### src/sv/pmt_pkg.sv
// Shared types and constants for the IPv4 prefix match table.
package pmt_pkg;

  localparam int AddrW   = 32;
  localparam int PlenW   = 6;
  localparam int HandleW = 16;
  localparam int SlotW   = 6;
  localparam int NumSlots = 33;
  localparam int OrderW  = NumSlots * SlotW;
  localparam int CfgIdxW = 3;
  localparam int CfgDataW = 60;
  localparam logic [PlenW-1:0] MaxPlen = PlenW'(32);

  localparam logic [CfgIdxW-1:0] REG_ORDER_COUNT = 3'd0;
  localparam logic [CfgIdxW-1:0] REG_ORDER_A     = 3'd1;
  localparam logic [CfgIdxW-1:0] REG_ORDER_B     = 3'd2;
  localparam logic [CfgIdxW-1:0] REG_ORDER_C     = 3'd3;
  localparam logic [CfgIdxW-1:0] REG_ORDER_D     = 3'd4;

  localparam logic OP_INSERT = 1'b0;
  localparam logic OP_LOOKUP = 1'b1;

  typedef enum logic [2:0] {
    ST_INSERTED  = 3'd0,
    ST_DUPLICATE = 3'd1,
    ST_FULL      = 3'd2,
    ST_FOUND     = 3'd3,
    ST_NOT_FOUND = 3'd4
  } status_t;

  typedef enum logic [1:0] {
    S_IDLE,
    S_SLOT,
    S_SCAN,
    S_DONE
  } state_t;

  typedef struct packed {
    logic [AddrW-1:0]   base;
    logic [PlenW-1:0]   prefix;
    logic [HandleW-1:0] handle;
  } entry_t;

  typedef struct packed {
    logic [PlenW-1:0]  count;
    logic [OrderW-1:0] slots;
  } cfg_t;

  function automatic logic [AddrW-1:0] prefix_mask(input logic [PlenW-1:0] len);
    logic [AddrW:0] m;
    m = {(AddrW+1){1'b1}} << (MaxPlen - len);
    return m[AddrW-1:0];
  endfunction

endpackage

### src/sv/pmt_if.sv
// Valid/ready channel interfaces for request and result words.
interface pmt_in_if;
  logic                         valid;
  logic                         ready;
  logic                         operation;
  logic [pmt_pkg::AddrW-1:0]    address;
  logic [pmt_pkg::PlenW-1:0]    prefix_len;
  logic [pmt_pkg::HandleW-1:0]  entry_handle;
  modport source (output valid, operation, address, prefix_len, entry_handle, input ready);
  modport sink (input valid, operation, address, prefix_len, entry_handle, output ready);
endinterface

interface pmt_out_if;
  logic                         valid;
  logic                         ready;
  logic [2:0]                   status;
  logic [pmt_pkg::HandleW-1:0]  match_handle;
  logic [pmt_pkg::PlenW-1:0]    match_prefix_len;
  modport source (output valid, status, match_handle, match_prefix_len, input ready);
  modport sink (input valid, status, match_handle, match_prefix_len, output ready);
endinterface

### src/sv/pmt_ctrl.sv
// Sequencer: search order walk, table scan, insert and result register.
module pmt_ctrl #(
  parameter int TABLE_DEPTH = 256
) (
  input  logic                              clk,
  input  logic                              rst_n,
  pmt_in_if.sink                            in_ch,
  pmt_out_if.source                         out_ch,
  input  pmt_pkg::cfg_t                     cfg,
  output logic                              mem_we,
  output logic                              mem_re,
  output logic [$clog2(TABLE_DEPTH)-1:0]    mem_addr,
  output pmt_pkg::entry_t                   mem_wdata,
  input  pmt_pkg::entry_t                   mem_rdata
);

  localparam int IW = $clog2(TABLE_DEPTH);
  localparam int CW = $clog2(TABLE_DEPTH + 1);
  localparam logic [CW-1:0] Depth = CW'(TABLE_DEPTH);

  pmt_pkg::state_t state_r, state_nxt;

  logic                          op_r, op_nxt;
  logic [pmt_pkg::AddrW-1:0]     addr_r, addr_nxt;
  logic [pmt_pkg::HandleW-1:0]   handle_r, handle_nxt;
  logic [pmt_pkg::AddrW-1:0]     key_r, key_nxt;
  logic [pmt_pkg::PlenW-1:0]     len_r, len_nxt;
  logic [pmt_pkg::SlotW-1:0]     slot_r, slot_nxt;
  logic [CW-1:0]                 idx_r, idx_nxt;
  logic                          chk_r, chk_nxt;
  logic [CW-1:0]                 count_r, count_nxt;
  logic [2:0]                    res_status_r, res_status_nxt;
  logic [pmt_pkg::HandleW-1:0]   res_handle_r, res_handle_nxt;
  logic [pmt_pkg::PlenW-1:0]     res_plen_r, res_plen_nxt;
  logic                          out_valid_r, out_valid_nxt;
  logic [2:0]                    out_status_r, out_status_nxt;
  logic [pmt_pkg::HandleW-1:0]   out_handle_r, out_handle_nxt;
  logic [pmt_pkg::PlenW-1:0]     out_plen_r, out_plen_nxt;

  logic                          accept;
  logic                          hit;
  logic                          issue;
  logic                          scan_miss;
  logic                          out_free;
  logic [pmt_pkg::PlenW-1:0]     num_slots;
  logic [pmt_pkg::PlenW-1:0]     slot_len;
  logic [pmt_pkg::PlenW-1:0]     in_plen_sat;

  assign accept    = in_ch.valid && in_ch.ready;
  assign hit       = chk_r && (mem_rdata.base == key_r) &&
                     ((op_r == pmt_pkg::OP_INSERT) || (mem_rdata.prefix == len_r));
  assign issue     = idx_r < count_r;
  assign scan_miss = !hit && !issue && !chk_r;
  assign out_free  = !out_valid_r || out_ch.ready;
  assign num_slots = (cfg.count > pmt_pkg::PlenW'(pmt_pkg::NumSlots)) ?
                     pmt_pkg::PlenW'(pmt_pkg::NumSlots) : cfg.count;
  assign slot_len  = cfg.slots[int'(slot_r) * pmt_pkg::SlotW +: pmt_pkg::SlotW];
  assign in_plen_sat = (in_ch.prefix_len > pmt_pkg::MaxPlen) ? pmt_pkg::MaxPlen
                                                             : in_ch.prefix_len;

  always_comb begin
    state_nxt = state_r;
    case (state_r)
      pmt_pkg::S_IDLE: begin
        if (accept) begin
          state_nxt = (in_ch.operation == pmt_pkg::OP_INSERT) ? pmt_pkg::S_SCAN
                                                              : pmt_pkg::S_SLOT;
        end
      end
      pmt_pkg::S_SLOT: begin
        if (slot_r >= num_slots) begin
          state_nxt = pmt_pkg::S_DONE;
        end else if (slot_len <= pmt_pkg::MaxPlen) begin
          state_nxt = pmt_pkg::S_SCAN;
        end
      end
      pmt_pkg::S_SCAN: begin
        if (hit || (scan_miss && op_r == pmt_pkg::OP_INSERT)) begin
          state_nxt = pmt_pkg::S_DONE;
        end else if (scan_miss) begin
          state_nxt = pmt_pkg::S_SLOT;
        end
      end
      pmt_pkg::S_DONE: begin
        if (out_free) begin
          state_nxt = pmt_pkg::S_IDLE;
        end
      end
      default: state_nxt = pmt_pkg::S_IDLE;
    endcase
  end

  always_comb begin
    op_nxt         = op_r;
    addr_nxt       = addr_r;
    handle_nxt     = handle_r;
    key_nxt        = key_r;
    len_nxt        = len_r;
    slot_nxt       = slot_r;
    idx_nxt        = idx_r;
    chk_nxt        = 1'b0;
    count_nxt      = count_r;
    res_status_nxt = res_status_r;
    res_handle_nxt = res_handle_r;
    res_plen_nxt   = res_plen_r;
    out_valid_nxt  = out_valid_r && !out_ch.ready;
    out_status_nxt = out_status_r;
    out_handle_nxt = out_handle_r;
    out_plen_nxt   = out_plen_r;
    mem_we         = 1'b0;
    mem_re         = 1'b0;
    mem_addr       = idx_r[IW-1:0];
    mem_wdata      = '{base: key_r, prefix: len_r, handle: handle_r};
    case (state_r)
      pmt_pkg::S_IDLE: begin
        if (accept) begin
          op_nxt     = in_ch.operation;
          addr_nxt   = in_ch.address;
          handle_nxt = in_ch.entry_handle;
          key_nxt    = in_ch.address & pmt_pkg::prefix_mask(in_plen_sat);
          len_nxt    = in_plen_sat;
          slot_nxt   = '0;
          idx_nxt    = '0;
        end
      end
      pmt_pkg::S_SLOT: begin
        if (slot_r >= num_slots) begin
          res_status_nxt = pmt_pkg::ST_NOT_FOUND;
          res_handle_nxt = '0;
          res_plen_nxt   = '0;
        end else if (slot_len > pmt_pkg::MaxPlen) begin
          slot_nxt = slot_r + 1'b1;
        end else begin
          key_nxt = addr_r & pmt_pkg::prefix_mask(slot_len);
          len_nxt = slot_len;
          idx_nxt = '0;
        end
      end
      pmt_pkg::S_SCAN: begin
        if (hit) begin
          res_status_nxt = (op_r == pmt_pkg::OP_INSERT) ? pmt_pkg::ST_DUPLICATE
                                                        : pmt_pkg::ST_FOUND;
          res_handle_nxt = (op_r == pmt_pkg::OP_INSERT) ? '0 : mem_rdata.handle;
          res_plen_nxt   = (op_r == pmt_pkg::OP_INSERT) ? '0 : len_r;
        end else if (issue) begin
          mem_re  = 1'b1;
          idx_nxt = idx_r + 1'b1;
          chk_nxt = 1'b1;
        end else if (scan_miss) begin
          if (op_r == pmt_pkg::OP_INSERT) begin
            res_handle_nxt = '0;
            res_plen_nxt   = '0;
            if (count_r >= Depth) begin
              res_status_nxt = pmt_pkg::ST_FULL;
            end else begin
              mem_we         = 1'b1;
              mem_addr       = count_r[IW-1:0];
              count_nxt      = count_r + 1'b1;
              res_status_nxt = pmt_pkg::ST_INSERTED;
            end
          end else begin
            slot_nxt = slot_r + 1'b1;
          end
        end
      end
      pmt_pkg::S_DONE: begin
        if (out_free) begin
          out_valid_nxt  = 1'b1;
          out_status_nxt = res_status_r;
          out_handle_nxt = res_handle_r;
          out_plen_nxt   = res_plen_r;
        end
      end
      default: ;
    endcase
  end

  always_ff @(posedge clk) begin
    if (!rst_n) begin
      state_r     <= pmt_pkg::S_IDLE;
      chk_r       <= 1'b0;
      count_r     <= '0;
      out_valid_r <= 1'b0;
    end else begin
      state_r     <= state_nxt;
      chk_r       <= chk_nxt;
      count_r     <= count_nxt;
      out_valid_r <= out_valid_nxt;
    end
  end

  always_ff @(posedge clk) begin
    op_r         <= op_nxt;
    addr_r       <= addr_nxt;
    handle_r     <= handle_nxt;
    key_r        <= key_nxt;
    len_r        <= len_nxt;
    slot_r       <= slot_nxt;
    idx_r        <= idx_nxt;
    res_status_r <= res_status_nxt;
    res_handle_r <= res_handle_nxt;
    res_plen_r   <= res_plen_nxt;
    out_status_r <= out_status_nxt;
    out_handle_r <= out_handle_nxt;
    out_plen_r   <= out_plen_nxt;
  end

  assign in_ch.ready             = (state_r == pmt_pkg::S_IDLE);
  assign out_ch.valid            = out_valid_r;
  assign out_ch.status           = out_status_r;
  assign out_ch.match_handle     = out_handle_r;
  assign out_ch.match_prefix_len = out_plen_r;

endmodule

### src/flat_wrapper.sv
// flat-port wrapper written by rule: the top's interface ports become plain ports
module pmt_ctrl_flat 
#(
  parameter int TABLE_DEPTH = 256
)
  (clk, rst_n, cfg, mem_we, mem_re, mem_addr, mem_wdata, mem_rdata, in_ch_valid, in_ch_operation, in_ch_address, in_ch_prefix_len, in_ch_entry_handle, in_ch_ready, out_ch_valid, out_ch_status, out_ch_match_handle, out_ch_match_prefix_len, out_ch_ready);
  pmt_in_if in_ch_i ();
  pmt_out_if out_ch_i ();
  input  logic clk;
  input  logic rst_n;
  input  pmt_pkg::cfg_t cfg;
  output logic mem_we;
  output logic mem_re;
  output logic [$clog2(TABLE_DEPTH)-1:0] mem_addr;
  output pmt_pkg::entry_t mem_wdata;
  input  pmt_pkg::entry_t mem_rdata;
  input wire logic [$bits(in_ch_i.valid)-1:0] in_ch_valid;
  input wire logic [$bits(in_ch_i.operation)-1:0] in_ch_operation;
  input wire logic [$bits(in_ch_i.address)-1:0] in_ch_address;
  input wire logic [$bits(in_ch_i.prefix_len)-1:0] in_ch_prefix_len;
  input wire logic [$bits(in_ch_i.entry_handle)-1:0] in_ch_entry_handle;
  output wire logic [$bits(in_ch_i.ready)-1:0] in_ch_ready;
  output wire logic [$bits(out_ch_i.valid)-1:0] out_ch_valid;
  output wire logic [$bits(out_ch_i.status)-1:0] out_ch_status;
  output wire logic [$bits(out_ch_i.match_handle)-1:0] out_ch_match_handle;
  output wire logic [$bits(out_ch_i.match_prefix_len)-1:0] out_ch_match_prefix_len;
  input wire logic [$bits(out_ch_i.ready)-1:0] out_ch_ready;
  assign in_ch_i.valid = in_ch_valid;
  assign in_ch_i.operation = in_ch_operation;
  assign in_ch_i.address = in_ch_address;
  assign in_ch_i.prefix_len = in_ch_prefix_len;
  assign in_ch_i.entry_handle = in_ch_entry_handle;
  assign in_ch_ready = in_ch_i.ready;
  assign out_ch_valid = out_ch_i.valid;
  assign out_ch_status = out_ch_i.status;
  assign out_ch_match_handle = out_ch_i.match_handle;
  assign out_ch_match_prefix_len = out_ch_i.match_prefix_len;
  assign out_ch_i.ready = out_ch_ready;
  pmt_ctrl #(.TABLE_DEPTH(TABLE_DEPTH)) u_core (.clk(clk), .rst_n(rst_n), .in_ch(in_ch_i), .out_ch(out_ch_i), .cfg(cfg), .mem_we(mem_we), .mem_re(mem_re), .mem_addr(mem_addr), .mem_wdata(mem_wdata), .mem_rdata(mem_rdata));
endmodule
### config.mk
export PLATFORM = sky130hd
export DESIGN_NAME = pmt_ctrl_flat
export DESIGN_NICKNAME = d
export VERILOG_FILES = /design/src/sv/pmt_pkg.sv /design/src/sv/pmt_if.sv /design/src/sv/pmt_ctrl.sv /design/src/flat_wrapper.sv
export SDC_FILE = /design/constraint.sdc
export NUM_CORES = 1
export LEC_CHECK = 0
export BUFFER_PORTS_ARGS = -buffer_cell sky130_fd_sc_hd__buf_2
export CAP_MARGIN = 40
export CELL_PAD_IN_SITES_DETAIL_PLACEMENT = 1
export CELL_PAD_IN_SITES_GLOBAL_PLACEMENT = 1
export CORE_MARGIN = 3
export CORE_UTILIZATION = 37
export DETAILED_ROUTE_END_ITERATION = 12
export PLACE_DENSITY_LB_ADDON = 0.2
export SETUP_SLACK_MARGIN = 0.02
export SYNTH_ARGS = -nofsm -noshare
export SYNTH_HDL_FRONTEND = slang
export SYNTH_SLANG_ARGS = --single-unit
### constraint.sdc
create_clock -name clk -period 7 [get_ports clk]
set_input_delay 1.05 -clock clk [delete_from_list [all_inputs] [get_ports clk]]
set_output_delay 1.05 -clock clk [all_outputs]
set_load 0.03 [all_outputs]
# == Word level (Yosys, flattened, before mapping) ==
# Cells that the tools add are included.
# classes
n_addsub,5
multipliers,1
order_cmp,7
n_eq_ne,21
shift,3
n_mux,71
bitwise_logic,6
reduce_logical,27
# ops
cell,count
198-bit by 32-bit variable part select with 6-bit output,1
6-bit two-way mux,18
16-bit two-way mux,6
32-bit two-way mux,3
"33-bit by 6-bit left shift with 32-bit output, first input constant",2
32-bit AND,2
32-bit case mux with 2 select lines,1
8-bit two-way mux,6
9-bit two-way mux,5
32-bit equality test,1
16-bit case mux with 2 select lines,1
9-bit case mux with 3 select lines,1
6-bit case mux with 2 select lines,2
"9-bit by 1-bit adder with 9-bit output, second input constant",2
"6-bit > comparator, second input constant",3
2-bit two-way mux,9
6-bit case mux with 3 select lines,1
3-bit two-way mux,5
"2-bit by 1-bit != test with 1-bit output, second input constant",6
6-bit AND reduction,2
"6-bit subtractor, first input constant",2
1-bit two-way mux,11
"2-bit != test, second input constant",5
"9-bit greater-or-equal comparator, second input constant",1
other kinds (24),45
# totals
regBits,165
inputBits,317
elab_cells,158

# == Longest topological paths before layout ==
# logic_depth
word_depth,10
depth_mapped,17
mapped_depth_nobuf,12

# == Worst setup path before layout ==
# No wires, ideal clock.
# synth_path
path_kind,in2reg
start,input cfg[115] (netlist name)
end,register u_core.key_r[0] (netlist name) (enable)
setup_ps,491
arrival_ps,5590
required_time_ps,6509
setup_slack_ps,919
cell_stages,10
path_buffers,0
path_cell_list,mux4_2 a22o_1 a211oi_2 a211oi_2 inv_1 ha_1 and3_1 or2_2 nand2b_1 a211oi_1
# synth_between
elab_chain_len,4
# synth_rtl
item,line,rtl
"start, declared",flat_wrapper.sv:11,input pmt_pkg::cfg_t cfg;
198-bit by 32-bit variable part select with 6-bit output,pmt_ctrl.sv:57,assign slot_len = cfg.slots[int'(slot_r) * pmt_pkg::SlotW +: pmt_pkg::SlotW];
6-bit > comparator,pmt_ctrl.sv:131,end else if (slot_len > pmt_pkg::MaxPlen) begin
2-bit != test (no source line),-,
4-bit AND reduction (no source line),-,
"end signal, assigned",pmt_ctrl.sv:196,key_r <= key_nxt;
"end, declared",pmt_ctrl.sv:26,"logic [pmt_pkg::AddrW-1:0] key_r, key_nxt;"
# No other way between the ends.
# A chain may end at the register's enable or synchronous reset.

# == Worst setup path in the final report ==
# layout_path
start,register u_core.slot_r[0] (netlist name)
end,register u_core.key_r[29] (netlist name) (enable)
# layout_between
elab_chain_len,5
word_cells_on_any_way,7
# layout_rtl
item,line,rtl
"start, declared",pmt_ctrl.sv:28,"logic [pmt_pkg::SlotW-1:0] slot_r, slot_nxt;"
"start signal, assigned",pmt_ctrl.sv:198,slot_r <= slot_nxt;
6-bit by 2-bit multiplier with 8-bit output,pmt_ctrl.sv:57,
198-bit by 32-bit variable part select with 6-bit output,pmt_ctrl.sv:57,
6-bit > comparator,pmt_ctrl.sv:131,
2-bit != test (no source line),-,
4-bit AND reduction (no source line) *,-,
# Every way passes the cells marked *; elsewhere a longest branch is shown, timed or not.

==> results.txt <==
----------------------------------------------------
[Detailed routing]
  Iteration-0 DRC Markers ... 466
  Aggregate routed wire length ... 33400 um
  Overall via count from detail_route ... 8109
  Vias per cell ... 5.27
  Drt wl/cell ... 21.7 um
  First-pass iteration count of the detailed router ... 5
  Residual antenna-violating net count after detailed routing ... 0
  Detailed-route DRC error count ... 0

[Clock network]
  Sinks on Clock Net ... 165
  Number of gates resized after cts ... 0
  Count of buffers added by post-CTS timing repair for setup ... 0
  Clock transition at the register clock pins on the worst setup and hold paths after CTS ... 70 ps
  Number of buffers between clock root and the deepest sink ... 2
  Clock latency on the worst-skew pair ... 430 ps
  H-tree level count ... 4
  Clock tree from TritonCTS ... yes
  Quantity of hold-fixing buffers added after cts ... 0
  Clock Tree Root ... sky130_fd_sc_hd__clkbuf_16
  Clock buffers created by TritonCTS ... 17

[Synth]
  Ys async rst share ... 0
  Net count after synthesis ... 1133
  Most frequently used cell type in the post-synthesis netlist ... sky130_fd_sc_hd__edfxtp_1
  Top cells by area, synth ... sky130_fd_sc_hd__edfxtp_1 48%, sky130_fd_sc_hd__mux4_2 6.4%, sky130_fd_sc_hd__xnor2_1 4.0%
  Post-synthesis register bit count ... 165
  Library cell with the largest summed area after synthesis ... sky130_fd_sc_hd__edfxtp_1
  Synth warn ... 0
  Share of the synthesized area in the top cell type ... 0.480
  Average size of a mapped cell ... 12.1 um^2
  Most used DFF post-synth ... sky130_fd_sc_hd__edfxtp_1
  EDFF count, synth ... 152
  Synth Instances ... 786
  Post-synth cell types ... 65
  Post-synthesis cell area ... 0.00952 mm^2
  Most instantiated cells after synthesis ... 152 x sky130_fd_sc_hd__edfxtp_1, 60 x sky130_fd_sc_hd__nand2_1, 44 x sky130_fd_sc_hd__xnor2_1
  Sequential area share after synthesis ... 0.507

[Power]
  Clock power frac ... 0.159
  Internal power ... 3.11 mW
  Net switching share of the total power ... 0.467
  Comb power frac ... 0.524
  Total power density per cell area ... 469 mW/mm^2
  P_sw ... 2.73 mW
  Cell leakage power ... 5.12 nW
  Fraction of power consumed by sequential logic ... 0.317
  Peak ir drop on the vdd network ... 0.000304 V

[GRT]
  Largest net degree at the start of global routing ... 50
  Global route total overflow ... 0
  First-pass GRT wire length ... 49900 um
  Initial antenna violation count ... 9
  Via count of the first global-routing pass ... 8635
  GR Util All Layers ... 0.233

[STA]
  Final count of pins violating max slew ... 0
  Final period utilization ... 0.649
  Final Hold Vio Count ... 0
  Final Setup Violations ... 0
  Clk_skew ... 14.2 ps
  Setup repair after global routing missed its margin ... false
  Clock period minus worst slack ... 4540 ps
  Worst path setup slack after routing ... 2460 ps
  Highest clock rate ... 0.220 GHz
  Max-slew headroom ... 0.403
  Worst Max-Slew Pin Slew ... 895 ps
  Setup TNS ... 0 ps

[Layout]
  Area of the multi-input gates ... 0.00440 mm^2
  Final standard cell area without fillers ... 0.0125 mm^2
  Area added between synthesis and finish ... 31.1%
  # fillers ... 2930
  Utilization after layout ... 0.494
  Share of post-route cells with drive strength above 1 ... 0.433
  Net total in the final layout ... 1536
  Storage element area ... 0.00482 mm^2

[Place]
  Final HPWL from detailed placement ... 26200 um
  Post-place setup slack ... 2440 ps
  Cell area after placement ... 0.0119 mm^2
  Buffers on Ports ... 407
  Final weighted congestion in routability-driven placement ... 0.839

[Worst hold path]
  Cell depth of the worst hold path ... 0
  Hold path endpoint ... u_core.out_ch.match_handle[1]$_DFFE_PP_
  Hold Path Class ... flop to flop
  Worst min-delay path startpoint ... u_core.res_handle_r[1]$_SDFFCE_PN0P_

[Floorplan]
  Die ar. ... 0.0277 mm^2
  Die width ... 166 um
  Core area ... 0.0253 mm^2
  Starting Density ... 0.377
  Overall die height ... 166 um
  Standard-cell rows ... 58
  Number of top-level pins ... 408

[Critical path]
  Highest-delay cell along the critical path ... sky130_fd_sc_hd__edfxtp_1
  Worst r2r dst ... u_core.key_r[29]$_DFFE_PP_
  Worst setup path class ... flop to flop
  Arrival time reported for the critical path endpoint ... 4610 ps
  Crit Reg-Reg Startpoint ... u_core.slot_r[0]$_SDFFCE_PN0P_
  Top cell family by delay on the critical path ... buffers and inverters
  Type of element capturing the critical path ... flop
  Worst R2R Path Depth ... 12
  CP peak stage delay ... 810 ps
  Maximum fanout along the worst path ... 38
  CP startpoint kind ... flop
  CP required ... 7070 ps
  Worst setup slack for register-to-register paths ... 2460 ps
  Crit path buffers/inverters ... 3
  List of cells traversed by the critical path ... buf_4, mux4_2, a22o_1, a211oi_2, a211oi_2, inv_1, ha_1, and3_1, or2_2, nand2b_1, a211oi_4, buf_4

[Job]
  Max_cap viols ... 0

[Status]
  Status ... finished, final reports clean

----------------------------------------------------
-- area by class of cell --
cell class / count / share of cell area
inverters: 30 / 0.00902
diodes: 8 / 0.00160
clock buffers: 17 / 0.0341
well taps: 330 / 0.0331
flip-flops and latches: 165 / 0.387
clock inverters: 15 / 0.0132
repair buffers: 418 / 0.170
multi-input cells: 557 / 0.352
-- cells in the final DEF (no fill, tap or decap), types with 11 or more instances in the layout --
| master | instances |
|---|---|
| sky130_fd_sc_hd__inv_1 | 29 |
| sky130_fd_sc_hd__mux2i_1 | 32 |
| sky130_fd_sc_hd__nor2b_1 | 11 |
| sky130_fd_sc_hd__nand2_1 | 60 |
| sky130_fd_sc_hd__nor2_1 | 28 |
| sky130_fd_sc_hd__mux4_2 | 27 |
| sky130_fd_sc_hd__and2_1 | 30 |
| sky130_fd_sc_hd__o21ai_0 | 25 |
| sky130_fd_sc_hd__nand4_1 | 13 |
| sky130_fd_sc_hd__ha_1 | 30 |
| sky130_fd_sc_hd__mux2_2 | 20 |
| sky130_fd_sc_hd__o21ai_1 | 19 |
| sky130_fd_sc_hd__o211ai_1 | 12 |
| sky130_fd_sc_hd__clkbuf_16 | 17 |
| sky130_fd_sc_hd__buf_2 | 407 |
| sky130_fd_sc_hd__a21oi_1 | 34 |
| sky130_fd_sc_hd__xnor2_1 | 44 |
| sky130_fd_sc_hd__nor3_1 | 14 |
| sky130_fd_sc_hd__dfxtp_1 | 13 |
| sky130_fd_sc_hd__edfxtp_1 | 152 |
| sky130_fd_sc_hd__nand3_1 | 27 |
-- cells by family (layout without fill, tap and decap cells) --
family,after synthesis,count (layout),synth area share
AO/OA/AOI/OAI,167,167,0.120
buffers and inverters,64,480,0.0347
multiplexers,84,84,0.127
adder cells (fa/ha/maj),30,30,0.0394
AND/OR/NAND/NOR,221,221,0.122
other,0,8,0
XOR/XNOR,55,55,0.0506
flip-flops,165,165,0.507
-- per-layer routing --
metal	GRT usage	vias up	wire length [um]
li1	-	3816	-
met4	0.0832	2	730
met5	0	-	13
met3	0.0471	41	1680
met1	0.269	3972	13000
met2	0.426	278	18000
-- worst max-delay path by stage --
| stage | endpoint | start | depth (start not counted) | slack [ps] |
|---|---|---|---|---|
| 6_report | u_core.key_r[29]$_DFFE_PP_ | u_core.slot_r[0]$_SDFFCE_PN0P_ | 12 | 2460 |
| 4_1_cts | u_core.key_r[22]$_DFFE_PP_ | u_core.slot_r[0]$_SDFFCE_PN0P_ | 12 | 2370 |
| 2_1_floorplan | u_core.key_r[0]$_DFFE_PP_ | cfg[115] | 10 | 920 |
| 3_3_place_gp | u_core.key_r[10]$_DFFE_PP_ | u_core.slot_r[0]$_SDFFCE_PN0P_ | 12 | 2490 |
| 5_1_grt | u_core.key_r[29]$_DFFE_PP_ | u_core.slot_r[0]$_SDFFCE_PN0P_ | 12 | 2090 |
| 3_5_place_dp | u_core.key_r[7]$_DFFE_PP_ | u_core.slot_r[0]$_SDFFCE_PN0P_ | 12 | 2440 |
-- registers in the layout, indices dropped and copies added (netlist names), 9 cells and up --
name                        cells
u_core.out_ch.match_handle     16
u_core.idx_r                    9
u_core.res_handle_r            16
u_core.addr_r                  32
u_core.handle_r                16
u_core.key_r                   32
u_core.count_r                  9
-- metrics by stage --
stage                     hold WS (ps)  cells  power (mW)
after detailed placement           405   1500        4.93
after floorplan                    400    786        3.98
after CTS                          421   1532        5.89
after global placement             400   1498        4.88
final                              419   1540        5.85
after global routing               424   1539        6.22
-- worst reg2reg max path, stage by stage, from the launching register on --
cell and delay (ps):
sky130_fd_sc_hd__edfxtp_1 810, sky130_fd_sc_hd__buf_4 550, sky130_fd_sc_hd__mux4_2 610, sky130_fd_sc_hd__a22o_1 260, sky130_fd_sc_hd__a211oi_2 230, sky130_fd_sc_hd__a211oi_2 120, sky130_fd_sc_hd__inv_1 100, sky130_fd_sc_hd__ha_1 270
sky130_fd_sc_hd__and3_1 230, sky130_fd_sc_hd__or2_2 150, sky130_fd_sc_hd__nand2b_1 100, sky130_fd_sc_hd__a211oi_4 240, sky130_fd_sc_hd__buf_4 470
-- power groups by stage --
stage	sequential (mW)	combinational (mW)	clock, mW
3_3_place_gp	1.87	3.01	0
6_report	1.85	3.07	0.928
2_1_floorplan	2.07	1.92	0
5_1_grt	1.90	3.34	0.978
4_1_cts	1.86	3.09	0.941
3_5_place_dp	1.88	3.06	0
(Power assumes the default switching activity.)
